==> src/hdl/lob_pkg.sv <==
// shared types, sizes and helper functions for the order book engine
// no dependencies; imported by every module of the block
package lob_pkg;

   localparam int ORD_SLOTS = 1024;
   localparam int LVL_SIDE  = 64;
   localparam int LVL_TOTAL = 2 * LVL_SIDE;
   localparam int ORD_AW    = $clog2(ORD_SLOTS);
   localparam int LVL_AW    = $clog2(LVL_TOTAL);
   localparam int CNT_W     = ($clog2(ORD_SLOTS + 1) > 11) ? $clog2(ORD_SLOTS + 1) : 11;
   localparam int OUT_CNT_W = 11;

   typedef enum logic [1:0] {
      MODE_ADD    = 2'd0,
      MODE_REMOVE = 2'd1,
      MODE_MODIFY = 2'd2,
      MODE_QUERY  = 2'd3
   } mode_type;

   typedef enum logic [1:0] {
      ST_OK        = 2'd0,
      ST_NOT_FOUND = 2'd1,
      ST_DUP       = 2'd2,
      ST_FULL      = 2'd3
   } status_type;

   typedef struct packed {
      logic        valid;
      logic [31:0] ident;
      logic        side;
      logic [31:0] price;
      logic [31:0] size;
   } ord_entry_type;

   typedef struct packed {
      logic [31:0]      price;
      logic [31:0]      volume;
      logic [CNT_W-1:0] count;
   } lvl_entry_type;

   // commands from the sequencer to the datapath
   typedef struct packed {
      logic capture;
      logic ord_start;
      logic ord_clear;
      logic ord_read;
      logic lvl_start;
      logic lvl_search;
      logic best_start;
      logic lvl_best;
      logic update;
      logic load_rsp;
   } cmd_type;

   // status from the datapath to the sequencer
   typedef struct packed {
      logic ord_last;
      logic lvl_side_last;
      logic lvl_all_last;
      logic out_free;
   } sts_type;

   function automatic logic [31:0] sat_add(input logic [31:0] a, input logic [31:0] b);
      logic [32:0] s;
      s = {1'b0, a} + {1'b0, b};
      return s[32] ? 32'hffff_ffff : s[31:0];
   endfunction

   function automatic logic [31:0] floor_sub(input logic [31:0] a, input logic [31:0] b);
      return (b > a) ? 32'd0 : a - b;
   endfunction

endpackage

==> src/hdl/lob_ctrl.sv <==
// sequencer for the order book engine: clear pass, scans, update, response
// depends on lob_pkg
module lob_ctrl (
   input  logic             clock,
   input  logic             reset,
   input  logic             req_valid,
   output logic             req_stall,
   input  lob_pkg::sts_type sts,
   output lob_pkg::cmd_type cmd
);
   import lob_pkg::*;

   typedef enum logic [9:0] {
      S_CLEAR  = 10'b00_0000_0001,
      S_IDLE   = 10'b00_0000_0010,
      S_OSCAN  = 10'b00_0000_0100,
      S_OWAIT  = 10'b00_0000_1000,
      S_LSCAN  = 10'b00_0001_0000,
      S_LWAIT  = 10'b00_0010_0000,
      S_UPDATE = 10'b00_0100_0000,
      S_BSCAN  = 10'b00_1000_0000,
      S_BWAIT  = 10'b01_0000_0000,
      S_DONE   = 10'b10_0000_0000
   } state_type;

   state_type state_ff, state_in;

   // state register
   always_ff @(posedge clock) begin
      if (reset) begin
         state_ff <= S_CLEAR;
      end else begin
         state_ff <= state_in;
      end
   end

   // next state and commands
   always_comb begin
      state_in = state_ff;
      cmd      = '0;
      unique case (state_ff)
         S_CLEAR: begin
            cmd.ord_clear = 1'b1;
            if (sts.ord_last) state_in = S_IDLE;
         end
         S_IDLE: begin
            if (req_valid) begin
               cmd.capture   = 1'b1;
               cmd.ord_start = 1'b1;
               cmd.lvl_start = 1'b1;
               state_in      = S_OSCAN;
            end
         end
         S_OSCAN: begin
            cmd.ord_read = 1'b1;
            if (sts.ord_last) state_in = S_OWAIT;
         end
         S_OWAIT: begin
            state_in = S_LSCAN;
         end
         S_LSCAN: begin
            cmd.lvl_search = 1'b1;
            if (sts.lvl_side_last) state_in = S_LWAIT;
         end
         S_LWAIT: begin
            state_in = S_UPDATE;
         end
         S_UPDATE: begin
            cmd.update     = 1'b1;
            cmd.lvl_start  = 1'b1;
            cmd.best_start = 1'b1;
            state_in       = S_BSCAN;
         end
         S_BSCAN: begin
            cmd.lvl_best = 1'b1;
            if (sts.lvl_all_last) state_in = S_BWAIT;
         end
         S_BWAIT: begin
            state_in = S_DONE;
         end
         S_DONE: begin
            if (sts.out_free) begin
               cmd.load_rsp = 1'b1;
               state_in     = S_IDLE;
            end
         end
         default: begin
            state_in = S_CLEAR;
         end
      endcase
   end

   assign req_stall = (state_ff != S_IDLE);

endmodule

==> config.mk <==
export PLATFORM = sky130hd
export DESIGN_NAME = lob_ctrl
export DESIGN_NICKNAME = d
export VERILOG_FILES = /design/src/hdl/lob_pkg.sv /design/src/hdl/lob_ctrl.sv
export SDC_FILE = /design/constraint.sdc
export NUM_CORES = 1
export LEC_CHECK = 0
export ABC_AREA = 1
export BUFFER_PORTS_ARGS = -buffer_cell sky130_fd_sc_hd__buf_2
export CORE_MARGIN = 2
export CORE_UTILIZATION = 50
export CTS_BUF_LIST = sky130_fd_sc_hd__clkbuf_4 sky130_fd_sc_hd__clkbuf_8
export CTS_CLUSTER_DIAMETER = 30
export DETAILED_ROUTE_END_ITERATION = 10
export GPL_TIMING_DRIVEN = 0
export PLACE_DENSITY = 0.77
export SYNTH_ARGS = -nofsm -noshare
export SYNTH_HDL_FRONTEND = slang
export SYNTH_SLANG_ARGS = --single-unit
==> constraint.sdc <==
create_clock -name clock -period 1.37 [get_ports clock]
set_clock_uncertainty 0.15 [all_clocks]
set_input_delay 0.137 -clock clock [delete_from_list [all_inputs] [get_ports clock]]
set_output_delay 0.137 -clock clock [all_outputs]
set_load 0.1 [all_outputs]
==> results of run 1 <==
logic make-up after synthesis:
group / share of synthesized area
and+or+nand+nor: 0.564
DFF: 0.239
buffers and inverters: 0.166
AOI/OAI and AO/OA: 0.0313
metrics by stage:
stage | TNS (ps) | cells | setup slack [ps] | hold WS, ps | utilization
floorplan | -3730 | 129 | -627 | 52.0 | -
global placement | -4340 | 162 | -364 | 180 | 0.693
detailed placement | -4800 | 162 | -388 | 184 | 0.693
CTS | -5660 | 183 | -440 | 65.2 | 0.932
what timing repair did:
action / in CTS
setup endpoints to repair: 19
hold buffers: 1
resized for setup: 55
hold endpoints to repair: 2
pin swaps: 11
buffers inserted: 16
==> run metrics, run 1 <==
H-tree levels 1; Syn Inst Count 129; top post-synthesis cells by area dfxtp_1 24%, nand2_1 13%, inv_1 9.9%, nor2_1 9.4%, nor2_4 8.1%; buffer depth of the longest clock path 2; clk root buf clkbuf_4; Cell Area, Placed around 0.0011 mm²; Detailed Place HPWL 1440 µm; die height 44.9 µm; # IOs 18; row cnt 14; Clock Sinks 10; Primary FF master, synth dfxtp_1; Num CTS Buffers 3; GPL Wtd Cong 0.788; die width 44.9 µm; Mapped Nets 136; worst setup endpoint GRT cmd[9]; Async S/R FF share, synth 0; most common cell in the netlist nand2_1; Syn. warnings 0; error msg [ERROR DPL-0038] Utilization greater than 100%, impossible to legalize; number of port buffers 17; post-synthesis sequential area ratio 0.239; FF+latch count, synth 10; unique cell type count in the Yosys netlist 18; largest net degree at the start of global routing 9; status stopped before the end; Post-synth EDFFs 0; Synth top area share 0.239; worst-path endpoint category top-level output; Synth area leader dfxtp_1; effective utilization at floorplan 0.544; synth cell count leaders 29 x nand2_1, 22 x inv_1, 21 x nor2_1, 10 x dfxtp_1; Post-Syn Area approximately 840 µm²; Halt Stage 5_1_grt; Synth Area per Inst 6.50 µm²
==> inputs of run 2 (changes only) <==
==> config.mk (replaced) <==
export PLATFORM = sky130hd
export DESIGN_NAME = lob_ctrl
export DESIGN_NICKNAME = d
export VERILOG_FILES = /design/src/hdl/lob_pkg.sv /design/src/hdl/lob_ctrl.sv
export SDC_FILE = /design/constraint.sdc
export NUM_CORES = 1
export LEC_CHECK = 0
export ABC_AREA = 1
export BUFFER_PORTS_ARGS = -buffer_cell sky130_fd_sc_hd__buf_2
export CORE_AREA = 2 2 63 65
export DETAILED_ROUTE_END_ITERATION = 10
export DIE_AREA = 0 0 65 67
export GPL_TIMING_DRIVEN = 0
export PLACE_DENSITY_LB_ADDON = 0.15
export SYNTH_ARGS = -nofsm -noshare
export SYNTH_HDL_FRONTEND = slang
export SYNTH_SLANG_ARGS = --single-unit
==> constraint.sdc (replaced) <==
create_clock -name clock -period 1.8 [get_ports clock]
set_clock_uncertainty 0.15 [all_clocks]
set_input_delay 0.18 -clock clock [delete_from_list [all_inputs] [get_ports clock]]
set_output_delay 0.18 -clock clock [all_outputs]
set_load 0.1 [all_outputs]
==> run metrics, run 2 <==
Worst Path Required 1470 ps; Period minus WS final between 1500 and 2000 ps; Cell Pwr Density 1420 mW/mm²; Synth top area share 0.239 (unchanged); Post-Syn Area 838 µm² (unchanged); synth cell count leaders 29 x nand2_1, 22 x inv_1, 21 x nor2_1, 10 x dfxtp_1; buffer depth of the longest clock path 2 (unchanged); # diodes 0; row cnt 22 (+8); via count 808; Die ar. 0.00436 mm²; most frequent cells in the layout 26 x nand2_1, 21 x inv_1, 15 x nor2_1, 10 x nor2_4; initial antenna violation count 0; global-route wire length before repair 3430 µm; die width 65 µm (+45%); most common cell in the netlist nand2_1; WHS between 100 and 150 ps; Skew-Pair Late Insertion Delay 240 ps; most used cell, CP nor2_4; Synth area leader dfxtp_1; unique cell type count in the Yosys netlist 18 (unchanged); post-synthesis sequential area ratio 0.239 (unchanged); f_max 561 MHz; FF+latch count, synth 10 (unchanged); fraction of power consumed by sequential logic 0.174; Detailed Place HPWL 1660 µm (+15%); core area 0.00361 mm²; Peak supply drop 302 µV; GR Overflow Total 0; effective utilization at floorplan 0.232 (-0.311); Num CTS Buffers 3 (unchanged); clock power share 0.151; Async S/R FF share, synth 0 (unchanged); CP Buf/Inv Count 2; CP arrival 1450 ps; largest registers state_ff: 10 flops; layout cells sized above 1 0.529; number of port buffers 17 (unchanged); Max-slew headroom 0.680; status finished clean; H-tree levels 1 (unchanged); Comb power frac 0.675; Cell Int Power 930 µW; CP top delay family simple AND/OR/NAND/NOR gates; drt wl/cell 9.87 µm; CP endpoint kind output pin; Routed WL 2020 µm; Clock Sinks 10 (unchanged); crit-path max cell delay 330 ps; Setup Crit Path Kind reg2out; final hold vios 0; count of final setup violators 0; Syn. warnings 0 (unchanged); Mapped Nets 136 (unchanged); Clk pin slew, worst setup/hold paths 50 ps; Switching Fraction 0.506; vias in the first global route 811; clk root buf clkbuf_8; TNS Setup 0 ps; # Max-Cap Violations 0; # nets final 165; Hold Path Class in2reg; Primary FF master, synth dfxtp_1; Cell Chain, Critical Path nor2_4, nand2_4, nor2_4, nand2_8, nor2_4, buf_12, buf_12; P_sw 952 µW; CTS tree built; DRT Pass-1 Iters 4; Post-synth EDFFs 0 (unchanged); Max stage delay cell, worst path dfxtp_2; Largest register FFs 10; utilization after layout 0.368; Syn Inst Count 129 (unchanged); GPL Wtd Cong 0.711 (-9.8%); layout filler cell count 394; max-slew violation count 0; top post-synthesis cells by area dfxtp_1 24%, nand2_1 13%, inv_1 9.9%, nor2_1 9.4%, nor2_4 8.1%; Worst Path Max Fanout 5; largest net degree at the start of global routing 9; Leakage 0.682 nW; RSZ-0062 raised after global routing true; post-route ant nets 0; fin cells 205; Area growth syn-to-layout 58.4%; die height 67 µm (+49%); all-layer global routing usage 0.107; Most flops, register state_ff; Worst Tran Pin Value 483 ps; Residual DRC 0; crit path launch type flip-flop; DP Cell Count 194 (+20%); DRT iter0 DRCs 7; Synth Area per Inst 6.50 µm² (unchanged); commonest non-fill, non-tap cell in the layout nand2_1; # IOs 18 (unchanged); DR vias/cell between 3 and 4; Final Cycle Share 0.990
run 2: worst paths after layout:
kind | start | to | slack [ps] | cells after the start
max | state_ff[5] | cmd[9] | 20 | 7
min | sts[0] | state_ff[9] | 120 | 4
max reg2reg | state_ff[5] | state_ff[0] | 160 | 11
min reg2reg | state_ff[1] | state_ff[1] | 370 | 2
run 2: final cells by class:
cell class	count	area, µm²	share of cell area
timing repair buffer	24	259	0.195
sequential	10	209	0.157
clock buffer	4	55.1	0.0415
inverter	31	128	0.0961
tap	48	60.1	0.0452
buffer	2	40.0	0.0302
multi-input combinational	86	577	0.434
run 2: metal layers:
| layer | vias to the layer above | global-route usage | part of all wire |
|---|---|---|---|
| met5 | - | 0 | 0 |
| met4 | 0 | 0.0638 | 0.027 |
| met3 | 5 | 0.0203 | 0.041 |
| met2 | 19 | 0.182 | 0.48 |
| met1 | 356 | 0.124 | 0.45 |
| li1 | 428 | - | - |
run 2: what timing repair did:
item,CTS,global route
hold buffers,1,0
resized for setup,19,25
pin swaps,0,9
setup buffers,0,6
hold endpoints to repair,2,0
setup endpoints to repair,10,9
run 2: logic make-up after synthesis:
kind of cell,Yosys count,synth area share
compound gates,3,0.0313
buf+inv,33,0.166
flops,10,0.239
simple gates,83,0.564
run 2: metrics by stage:
stage          total power, mW  setup slack (ps)  area, µm²
4_1_cts                   1.71             -62.6       1190
6_report                  1.88              17.1       1330
5_1_grt                   2.03             -67.6       1330
3_5_place_dp              1.37             -2.58       1060
2_1_floorplan             1.21              -240        917
3_3_place_gp              1.36              10.4       1060
run 2: worst register-to-register path: cells and delay by family, from the launching register on:
kind,cells,cell delay [ps]
flops,1,330
buf+inv,3,260
simple gates,7,600
compound gates,1,190
run 2: power groups by stage:
stage	Combinational [mW]	Clock [mW]	Sequential [mW]
floorplan	0.898	0	0.315
global route	1.38	0.314	0.335
global placement	1.04	0	0.322
CTS	1.10	0.292	0.319
detailed placement	1.05	0	0.323
finish	1.27	0.284	0.327
Power figures use the tool's default switching activity.
